$ cat src/rtl/rpn_pkg.sv
// types and codes shared by the postfix evaluation stack
package rpn_pkg;

  localparam int unsigned DataW   = 32;
  localparam int unsigned CmdW    = 3;
  localparam int unsigned DepthW  = 7;
  localparam int unsigned StatusW = 2;

  localparam logic [CmdW-1:0] CMD_PUSH    = 3'd0;
  localparam logic [CmdW-1:0] CMD_ADD     = 3'd1;
  localparam logic [CmdW-1:0] CMD_SUB     = 3'd2;
  localparam logic [CmdW-1:0] CMD_MUL     = 3'd3;
  localparam logic [CmdW-1:0] CMD_DIV     = 3'd4;
  localparam logic [CmdW-1:0] CMD_DISCARD = 3'd5;

  localparam logic [StatusW-1:0] ST_OK        = 2'd0;
  localparam logic [StatusW-1:0] ST_OVERFLOW  = 2'd1;
  localparam logic [StatusW-1:0] ST_UNDERFLOW = 2'd2;
  localparam logic [StatusW-1:0] ST_DIVZERO   = 2'd3;

  typedef struct packed {
    logic [CmdW-1:0]         command;
    logic signed [DataW-1:0] push_value;
  } rpn_in_t;

  typedef struct packed {
    logic signed [DataW-1:0] top_value;
    logic [DepthW-1:0]       depth;
    logic [StatusW-1:0]      status;
  } rpn_out_t;

  typedef struct packed {
    logic start;
    logic done;
  } rpn_div_ctl_t;

endpackage

$ cat src/rtl/rpn_ram.sv
// generic single write port memory with registered read
module rpn_ram #(
  parameter int unsigned WIDTH = 32,
  parameter int unsigned DEPTH = 64
) (
  input  logic                     clk_i,
  input  logic                     we_i,
  input  logic [$clog2(DEPTH)-1:0] waddr_i,
  input  logic [WIDTH-1:0]         wdata_i,
  input  logic                     re_i,
  input  logic [$clog2(DEPTH)-1:0] raddr_i,
  output logic [WIDTH-1:0]         rdata_o
);

  logic [WIDTH-1:0] mem [DEPTH];
  logic [WIDTH-1:0] rdata_q;

  always_ff @(posedge clk_i) begin
    if (we_i) begin
      mem[waddr_i] <= wdata_i;
    end
    if (re_i) begin
      rdata_q <= mem[raddr_i];
    end
  end

  assign rdata_o = rdata_q;

endmodule

$ cat src/rtl/rpn_div.sv
// iterative signed divider, one quotient bit per cycle, truncating
module rpn_div (
  input  logic                            clk_i,
  input  logic                            rst_ni,
  input  rpn_pkg::rpn_div_ctl_t           ctl_i,
  output rpn_pkg::rpn_div_ctl_t           ctl_o,
  input  logic signed [rpn_pkg::DataW-1:0] dividend_i,
  input  logic signed [rpn_pkg::DataW-1:0] divisor_i,
  output logic signed [rpn_pkg::DataW-1:0] quotient_o
);
  import rpn_pkg::*;

  localparam int unsigned CntW = $clog2(DataW);

  logic            busy_q;
  logic            done_q;
  logic [CntW-1:0] cnt_q;
  logic [DataW:0]  rem_q;
  logic [DataW-1:0] quot_q;
  logic [DataW-1:0] mb_q;
  logic            neg_q;

  logic [DataW:0]   rem_sh;
  logic [DataW:0]   diff;
  logic [DataW-1:0] ma;
  logic [DataW-1:0] mb;

  assign ma     = dividend_i[DataW-1] ? (DataW'(0) - dividend_i) : dividend_i;
  assign mb     = divisor_i[DataW-1] ? (DataW'(0) - divisor_i) : divisor_i;
  assign rem_sh = {rem_q[DataW-1:0], quot_q[DataW-1]};
  assign diff   = rem_sh - {1'b0, mb_q};

  always_ff @(posedge clk_i or negedge rst_ni) begin
    if (!rst_ni) begin
      busy_q <= 1'b0;
      done_q <= 1'b0;
      cnt_q  <= '0;
    end else begin
      done_q <= 1'b0;
      if (ctl_i.start) begin
        busy_q <= 1'b1;
        cnt_q  <= '0;
      end else if (busy_q) begin
        cnt_q <= cnt_q + CntW'(1);
        if (cnt_q == CntW'(DataW - 1)) begin
          busy_q <= 1'b0;
          done_q <= 1'b1;
        end
      end
    end
  end

  // restoring step on magnitudes, sign applied at the end
  always_ff @(posedge clk_i) begin
    if (ctl_i.start) begin
      rem_q  <= '0;
      quot_q <= ma;
      mb_q   <= mb;
      neg_q  <= dividend_i[DataW-1] ^ divisor_i[DataW-1];
    end else if (busy_q) begin
      if (!diff[DataW]) begin
        rem_q  <= diff;
        quot_q <= {quot_q[DataW-2:0], 1'b1};
      end else begin
        rem_q  <= rem_sh;
        quot_q <= {quot_q[DataW-2:0], 1'b0};
      end
    end
  end

  assign quotient_o  = neg_q ? (DataW'(0) - quot_q) : quot_q;
  assign ctl_o.done  = done_q;
  assign ctl_o.start = busy_q;

endmodule

$ cat src/rtl/rpn_stack_calculator_top.sv
// postfix evaluation stack: memory-held entries, cached top, sequencer
// A word is taken when start is high and busy is low; exactly one result word follows,
// shown for one cycle with done_o high, and it cannot be held off. A push or any
// rejected command (overflow, underflow, unused code) answers in the cycle after it
// is taken; add, subtract, multiply and discard go through stack memory read,
// operate and write back; divide runs the divider, which produces one quotient bit
// per cycle, between operate and write back, except that a zero divisor is reported
// from the operate step with no division run. Entries live in a STACK_DEPTH x 32
// memory with one write and one registered read port; the top entry is also kept
// in a register so a binary operation needs only one memory read. The memory needs
// no clearing, only entries below the count are ever read.
module rpn_stack_calculator_top #(
  parameter int unsigned STACK_DEPTH = 64
) (
  input  logic              clk_i,
  input  logic              rst_ni,
  input  logic              start,
  output logic              busy,
  input  rpn_pkg::rpn_in_t  in_i,
  output logic              done_o,
  output rpn_pkg::rpn_out_t result_o
);
  import rpn_pkg::*;

  localparam int unsigned AW = $clog2(STACK_DEPTH);
  localparam int unsigned CW = $clog2(STACK_DEPTH + 1);

  typedef enum logic [1:0] {
    S_IDLE,
    S_EXEC,
    S_DIV,
    S_WRITE
  } state_e;

  state_e              state_q;
  logic [CW-1:0]       count_q;
  logic [DataW-1:0]    top_q;
  logic [DataW-1:0]    r_q;
  logic [CmdW-1:0]     cmd_q;
  logic                done_q;
  rpn_out_t            res_q;

  logic                accept;
  logic                full;
  logic                is_op;
  logic [AW-1:0]       cnt_addr;
  logic [AW-1:0]       below_addr;
  logic                ram_we;
  logic [AW-1:0]       ram_waddr;
  logic [DataW-1:0]    ram_wdata;
  logic                ram_re;
  logic [DataW-1:0]    op1;
  logic [DataW-1:0]    top_or_zero;
  rpn_div_ctl_t        div_in;
  rpn_div_ctl_t        div_out;
  logic signed [DataW-1:0] div_q;

  assign accept      = start && !busy;
  assign full        = count_q >= CW'(STACK_DEPTH);
  assign is_op       = (in_i.command >= CMD_ADD) && (in_i.command <= CMD_DISCARD);
  assign cnt_addr    = count_q[AW-1:0];
  assign below_addr  = cnt_addr - AW'(2);
  assign top_or_zero = (count_q == '0) ? '0 : top_q;

  always_comb begin
    ram_we    = 1'b0;
    ram_waddr = cnt_addr;
    ram_wdata = in_i.push_value;
    if (state_q == S_WRITE) begin
      ram_we    = 1'b1;
      ram_waddr = below_addr;
      ram_wdata = r_q;
    end else if (accept && (in_i.command == CMD_PUSH) && !full) begin
      ram_we = 1'b1;
    end
  end

  assign ram_re = accept && is_op;

  rpn_ram #(
    .WIDTH(DataW),
    .DEPTH(STACK_DEPTH)
  ) u_ram (
    .clk_i  (clk_i),
    .we_i   (ram_we),
    .waddr_i(ram_waddr),
    .wdata_i(ram_wdata),
    .re_i   (ram_re),
    .raddr_i(below_addr),
    .rdata_o(op1)
  );

  assign div_in.start = (state_q == S_EXEC) && (cmd_q == CMD_DIV) && (top_q != '0);
  assign div_in.done  = 1'b0;

  rpn_div u_div (
    .clk_i     (clk_i),
    .rst_ni    (rst_ni),
    .ctl_i     (div_in),
    .ctl_o     (div_out),
    .dividend_i(op1),
    .divisor_i (top_q),
    .quotient_o(div_q)
  );

  always_ff @(posedge clk_i or negedge rst_ni) begin
    if (!rst_ni) begin
      state_q <= S_IDLE;
      count_q <= '0;
      done_q  <= 1'b0;
      top_q   <= '0;
      r_q     <= '0;
      cmd_q   <= CMD_PUSH;
      res_q   <= '0;
    end else begin
      done_q <= 1'b0;
      case (state_q)
        S_IDLE: begin
          if (accept) begin
            if (in_i.command == CMD_PUSH) begin
              done_q <= 1'b1;
              if (full) begin
                res_q.top_value <= top_or_zero;
                res_q.depth     <= DepthW'(count_q);
                res_q.status    <= ST_OVERFLOW;
              end else begin
                count_q         <= count_q + CW'(1);
                top_q           <= in_i.push_value;
                res_q.top_value <= in_i.push_value;
                res_q.depth     <= DepthW'(count_q + CW'(1));
                res_q.status    <= ST_OK;
              end
            end else if (is_op) begin
              if (count_q < CW'(2)) begin
                done_q          <= 1'b1;
                res_q.top_value <= top_or_zero;
                res_q.depth     <= DepthW'(count_q);
                res_q.status    <= ST_UNDERFLOW;
              end else begin
                cmd_q   <= in_i.command;
                state_q <= S_EXEC;
              end
            end else begin
              // unused codes report the stack unchanged
              done_q          <= 1'b1;
              res_q.top_value <= top_or_zero;
              res_q.depth     <= DepthW'(count_q);
              res_q.status    <= ST_OK;
            end
          end
        end
        S_EXEC: begin
          state_q <= S_WRITE;
          case (cmd_q)
            CMD_ADD: r_q <= op1 + top_q;
            CMD_SUB: r_q <= op1 - top_q;
            CMD_MUL: r_q <= DataW'(op1 * top_q);
            CMD_DIV: begin
              if (top_q == '0) begin
                done_q          <= 1'b1;
                res_q.top_value <= top_q;
                res_q.depth     <= DepthW'(count_q);
                res_q.status    <= ST_DIVZERO;
                state_q         <= S_IDLE;
              end else begin
                state_q <= S_DIV;
              end
            end
            default: r_q <= op1;
          endcase
        end
        S_DIV: begin
          if (div_out.done) begin
            r_q     <= div_q;
            state_q <= S_WRITE;
          end
        end
        S_WRITE: begin
          count_q         <= count_q - CW'(1);
          top_q           <= r_q;
          done_q          <= 1'b1;
          res_q.top_value <= r_q;
          res_q.depth     <= DepthW'(count_q - CW'(1));
          res_q.status    <= ST_OK;
          state_q         <= S_IDLE;
        end
        default: state_q <= S_IDLE;
      endcase
    end
  end

  assign busy     = (state_q != S_IDLE);
  assign done_o   = done_q;
  assign result_o = res_q;

endmodule
$ cat config.mk
export PLATFORM = sky130hd
export DESIGN_NAME = rpn_stack_calculator_top
export DESIGN_NICKNAME = d
export VERILOG_FILES = /design/src/rtl/rpn_pkg.sv /design/src/rtl/rpn_ram.sv /design/src/rtl/rpn_div.sv /design/src/rtl/rpn_stack_calculator_top.sv
export SDC_FILE = /design/constraint.sdc
export NUM_CORES = 2
export LEC_CHECK = 0
export BUFFER_PORTS_ARGS = -buffer_cell sky130_fd_sc_hd__clkbuf_2
export CAP_MARGIN = 10
export CORE_UTILIZATION = 58
export DETAILED_ROUTE_END_ITERATION = 12
export PLACE_DENSITY_LB_ADDON = 0.3
export SLEW_MARGIN = 0
export SYNTH_ARGS = -nofsm -noshare
export SYNTH_HDL_FRONTEND = slang
export SYNTH_SLANG_ARGS = --single-unit
$ cat constraint.sdc
create_clock -name clk_i -period 6.9 [get_ports clk_i]
set_input_delay 0.345 -clock clk_i [delete_from_list [all_inputs] [get_ports clk_i]]
set_output_delay 0.345 -clock clk_i [all_outputs]
set_load 0.01 [all_outputs]
; Word-level counts from Yosys, hierarchy flattened
; Memories as Yosys holds them, arrays and structs flattened. A register that Yosys moved wholly into a read port is not among the register bits.
; Index checks and enable logic that the tools add are counted.
[word_totals]
mem_bits_rw = 2048
out_inout_bits = 43
ff_bits = 222
mem_count = 1
[op_classes]
order_cmp = 4
n_addsub = 10
n_reduce_logical = 24
n_bitwise = 3
n_eq_ne = 19
muxes = 56
mul = 1
[mem_list]
columns = memory, depth, word_bits, rd, rd_ports_with_merged_regs, write_ports, line_no
row1 = u_ram.mem, 64, 32, 1, 1, 1, rpn_ram.sv:15  ; logic [WIDTH-1:0] mem [DEPTH];
[ops]
columns = operator, n
row1 = $mux 32, 11
row2 = $mux 41, 7
row3 = $pmux 32 s2, 2
row4 = $pmux 32 s4, 1
row5 = $pmux 41 s3, 1
row6 = $sub 1x32->32 const A, 3
row7 = $sub 33x32->33, 1
row8 = $add 32x32->32, 1
row9 = $logic_not 32->1, 1
row10 = $mul 32x32->32, 1
row11 = $reduce_bool 32->1, 1
row12 = $sub 32x32->32, 1
row13 = $mux 31, 1
row14 = $mux 7, 3
row15 = $mux 1, 17
row16 = $reduce_and 5->1, 3
row17 = $mux 2, 7
row18 = $ne 2x2->1 const B, 7
row19 = $pmux 7 s2, 1
row20 = $mux 5, 2
row21 = $pmux 2 s4, 1
row22 = $reduce_bool 2->1, 4
row23 = $add 7x1->7 const B, 1
row24 = $ge 7x7->1 const B, 1
row25 = 26 further kinds, 38

; Longest topological paths before layout
[logic_depth]
word_depth = 9
ltp_mapped = 28

; By module
; A second synthesis with hierarchy kept.
[unflattened]
cells_unflattened = 7003
hier_area_um2 = 111172.9
[by_module_without_submodules]
columns = mod, cells_per_inst, area_each_um2, seq_area_each_um2, n_inst
row1 = rpn_ram, 3324, 78835.6, 62459.9, 1
row2 = rpn_stack_calculator_top, 2783, 24578.6, 2952.8, 1
row3 = rpn_div, 896, 7758.7, 2767.7, 1

; Least setup slack after synthesis
; OpenSTA, ideal clock, no wires.
[synth_path]
path_kind = reg2reg
from = reg top_q[8]
to = reg r_q[23]
synth_period_minus_slack_ns = 7.124
arrival_ns = 7.006
slack_ns = -0.224
n_path_buf = 2
setup_time_ns = 0.118
stages_incl_launch_ff = 26
path_cell_list = dfrtp_1 clkbuf_1 clkbuf_1 nand2_1 fa_1 inv_1 fa_1 fa_1 inv_1 fa_1 inv_1 fa_1 inv_1 fa_1 inv_1 fa_1 fa_1 ha_1 a21o_1 a211o_1 o31ai_1 o21ai_0 xor2_1 a222oi_1 a21oi_1 a21o_1
[synth_between]
elab_chain_len = 3
word_cells_on_any_way = 5
[synth_rtl]
columns = item, line_no
row1 = from (decl), rpn_stack_calculator_top.sv:37  ; logic [DataW-1:0] top_q;
row2 = from (signal assigned), rpn_stack_calculator_top.sv:128  ; top_q <= in_i.push_value;
row3 = from (signal assigned), rpn_stack_calculator_top.sv:180  ; top_q <= r_q;
row4 = $mul 32x32->32 (tied with other cells), rpn_stack_calculator_top.sv:157  ; CMD_MUL: r_q <= DataW'(op1 * top_q);
row5 = $pmux 32 s4 (*), rpn_stack_calculator_top.sv:154  ; case (cmd_q)
row6 = $pmux 32 s2 (*), rpn_stack_calculator_top.sv:117  ; case (state_q)
row7 = to (signal assigned), rpn_stack_calculator_top.sv:155  ; CMD_ADD: r_q <= op1 + top_q;
row8 = to (signal assigned), rpn_stack_calculator_top.sv:156  ; CMD_SUB: r_q <= op1 - top_q;
row9 = to (signal assigned), rpn_stack_calculator_top.sv:157
row10 = to (decl), rpn_stack_calculator_top.sv:38  ; logic [DataW-1:0] r_q;
; Every way passes the cells marked *; elsewhere a longest branch is shown, timed or not.
; A chain may end at the register's enable or synchronous reset.

; Worst setup path after layout
[layout_path]
from = reg u_ram.rdata_q[15], in the netlist u_ram.rdata_o[15], read port of u_ram.mem
to = reg r_q[31]
[layout_between]
elab_chain_len = 3
word_cells_on_any_way = 5
[layout_rtl]
columns = item, line_no
row1 = from (decl), rpn_ram.sv:16  ; logic [WIDTH-1:0] rdata_q;
row2 = $mul 32x32->32 (tied with other cells), rpn_stack_calculator_top.sv:157
row3 = $pmux 32 s4 (*), rpn_stack_calculator_top.sv:154
row4 = $pmux 32 s2 (*), rpn_stack_calculator_top.sv:117
; Marks and branches as above.

==> flow_summary.yaml <==
drt:
  dr.pass1.iters: 6
  wl_per_cell_um: 33.2
  drt_iter0_drc: 8942
  dr_total_vias: 65544
  wl_mm: 325
  drtAntennaViolNets: 0
  vias_per_cell: 6.70
  drc: 0
global_routing:
  grt_max_degree: 128
  grt_pass1_vias: 66765
  grt-ovfl-total: 0
  grt_pass1_wl_mm: 465
  antenna_found_initial: 25
  grtUsageTotal_pct: 34.1
synthesis:
  synth_top_family_by_area: "multiplexers"
  syn_inst: 6731
  synthXorXnorAreaFrac_pct: 2.12
  syn_avg_cell_area_um2: 16.4
  synth_top_area_share_pct: 58.3
  ys_seq_elements: 2302
  synth_edf_count: 2145
  synth_fa_ha_area_share_pct: 9.66
  syn_area_mm2: 0.111
  syn_nets: 7377
  ys.flop_type: "edfxtp_1"
  synth_cell_types: 77
  ys_seq_area_share_pct: 61.7
  muxShareOfSynthArea_pct: 13.8
  synth_area_leaders: "edfxtp_1 (58%), mux4_2 (13%), fa_1 (7.4%), dfrtp_1 (2.8%), ha_1 (2.2%)"
  yosys-top-cells-count: "edfxtp_1 (2145), mux4_2 (641), nand2_1 (488), inv_1 (439), fa_1 (410)"
  yosysTopAreaCell: "edfxtp_1"
  post-synth-top-count-cell: "edfxtp_1"
  yosysWarnings: 0
  synth-simple-area-share_pct: 5.69
  synthArstFlopShare_pct: 5.43
  synth_compound_area_share_pct: 4.22
setup_path:
  worst_ep_required_time_ns: 7.64
  start_kind: "flip-flop"
  worstSetupPathType: "reg2reg"
  worst-path-max-fanout: 8
  worstPathArrival_ns: 7.79
  endpoint_kind: "flip-flop"
die:
  rows: 159
  initial_utilization_pct: 58.6
  die_width_um: 439
  die-height_um: 439
  core_area_mm2: 0.189
  design.die.area_mm2: 0.192
  ios: 81
placed_design:
  gp_congestion: 1.03
  port_buffers: 80
  dp_hpwl_mm: 198
sta:
  finalWorstSetupSlack_ns: -0.149
  post-route-period-util_pct: 102
  setup_viol: 9
  slew-limit-headroom_pct: 7.87
  layout_min_cycle_time_ns: 7.05
  fmax_ghz: 0.142
  drv_slew: 0
  skew_ns: 0.0652
  rsz0062_at_grt: "yes"
  max_slew.worst_pin.slew_ns: 1.38
  hold_viol: 0
cts:
  clkSlewWorstSetupHoldPaths_ns: 0.06
  cts_tree: "built"
  numCtsBuffers: 216
  clock_path_buffers: 3
  clk_latency_ns: 0.89
  cts_num_sinks: 2302
  h-tree-depth: 4
  cts_root_buffer: "clkbuf_16"
run_status:
  status: "complete, but fails checks"
  violations: "setup timing"
layout:
  final_layout_size_suffix_gt1_share_pct: 24.0
  final_nets: 7746
  syn_to_final_growth_pct: 13.0
  finalCoreUtilization_pct: 66.3
  fill_cells: 12340
min_path:
  hp-class: "in2reg"
run:
  maxCapViolCount: 0
==> cell families (layout without fill, tap and decap cells) <==
logic type,after synthesis,count (layout)
flops,2302,2302
simple gates,1283,1283
buf+inv,848,1398
mux,714,714
compound gates,708,708
fa+ha+maj,608,608
xor+xnor,268,268
other cells,0,13
==> placed cells by master (no fill, tap or decap), drive strengths merged, types with 17 or more instances in the layout <==
cell / instances
a21o: 78
nor2: 216
a211oi: 54
bufinv: 21
ha: 198
o21a: 22
nor3: 27
and2: 341
dfxtp: 32
o22ai: 21
nor2b: 22
fa: 410
o31ai: 36
o211ai: 20
nand2b: 23
o21ai: 146
clkinv: 112
xnor2: 166
a21oi: 151
or3: 30
a221oi: 46
or4: 17
nand2: 488
mux4: 641
dfrtp: 125
inv: 445
clkbuf: 337
a31oi: 50
nand3: 26
mux2: 39
edfxtp: 2145
xor2: 102
buf: 446
mux2i: 34
dlygate4sd3: 32
and3: 43
==> worst paths after layout <==
check	start	end	depth (start not counted)	slack, ns
max	u_ram.rdata_o[15]$_DFFE_PP_	r_q[31]$_DFFE_PN0P_	22	-0.15
min	in_i[28]	result_o[37]$_DFFE_PN0P_	3	0.11
max reg2reg	u_ram.rdata_o[15]$_DFFE_PP_	r_q[31]$_DFFE_PN0P_	22	-0.15
min reg2reg	r_q[1]$_DFFE_PN0P_	r_q[1]$_DFFE_PN0P_	2	0.49
max in group asynchronous	rst_ni	u_div.busy_q$_DFF_PN0_	3	5.46
min in group asynchronous	rst_ni	result_o[20]$_DFFE_PN0P_	2	0.12
==> critical path: stages, from the launching register on <==
cell and delay, ns:
edfxtp_1 0.41, buf_6 0.15, buf_12 0.13, and2_1 0.15, fa_1 0.48, inv_1 0.05, fa_1 0.49, fa_1 0.44
fa_1 0.56, inv_2 0.04, fa_1 0.53, fa_1 0.45, fa_1 0.51, fa_1 0.56, ha_4 0.22, buf_4 0.14
a211o_1 0.29, o31ai_4 0.40, o22ai_2 0.19, a311oi_2 0.34, xnor2_1 0.15, nand2_1 0.07, a31oi_1 0.20
==> per-layer routing <==
layer	GRT usage [%]	vias up	part of all wire (%)
met5	0	-	0.026
met4	22.0	12	7.4
met3	6.61	971	10
met2	54.3	4772	48
met1	43.4	33642	34
li1	-	26147	-
==> flip-flops by register name, indices dropped and copies added (netlist names), named ones only <==
| name | count |
|---|---|
| cmd_q | 3 |
| u_div.busy_q | 1 |
| state_q | 1 |
| r_q | 32 |
| u_div.quot_q | 32 |
| done_o | 1 |
| u_div.mb_q | 32 |
| u_ram.rdata_o | 32 |
| u_div.cnt_q | 5 |
| count_q | 7 |
| u_ram.mem | 2048 |
| result_o | 41 |
| top_q | 32 |
| u_div.neg_q | 1 |
| u_div.rem_q | 32 |
| u_div.done_q | 1 |
==> what timing repair did <==
action	in CTS	in global routing
setup buffers	6	21
endpoints found under the hold margin	115	0
hold buffers	32	0
gates resized for setup	24	105
endpoints found under the setup margin	14	16
pin swaps	26	78
==> metrics by stage <==
stage          hold slack [ns]   TNS, ns  cell area (um^2)  worst slack [ns]  std cells
6_report                 0.111    -0.676            125000            -0.149       9789
5_1_grt                 0.0326     -3.09            125000            -0.348       9778
4_1_cts                 0.0170    -0.605            124000            -0.125       9756
3_5_place_dp             0.470     -1.78            117000            -0.291       9319
3_3_place_gp             0.464    -0.945            117000            -0.226       9319
2_1_floorplan           0.0494  -0.00749            111000          -0.00749       6731
==> cell type report <==
| class | instances | area (um^2) | area share [%] |
|---|---|---|---|
| Antenna cell | 13 | 32.5 | 0.0260 |
| Multi-Input combinational cell | 3581 | 40300 | 32.3 |
| Tap cell | 2495 | 3120 | 2.50 |
| Clock buffer | 258 | 5640 | 4.51 |
| Timing Repair Buffer | 557 | 4570 | 3.66 |
| Clock inverter | 141 | 1410 | 1.13 |
| Sequential cell | 2302 | 68200 | 54.6 |
| Inverter | 442 | 1660 | 1.33 |
Power is not shown: default switching activity piles up to over one toggle a cycle in this logic, so the estimate is an artifact.
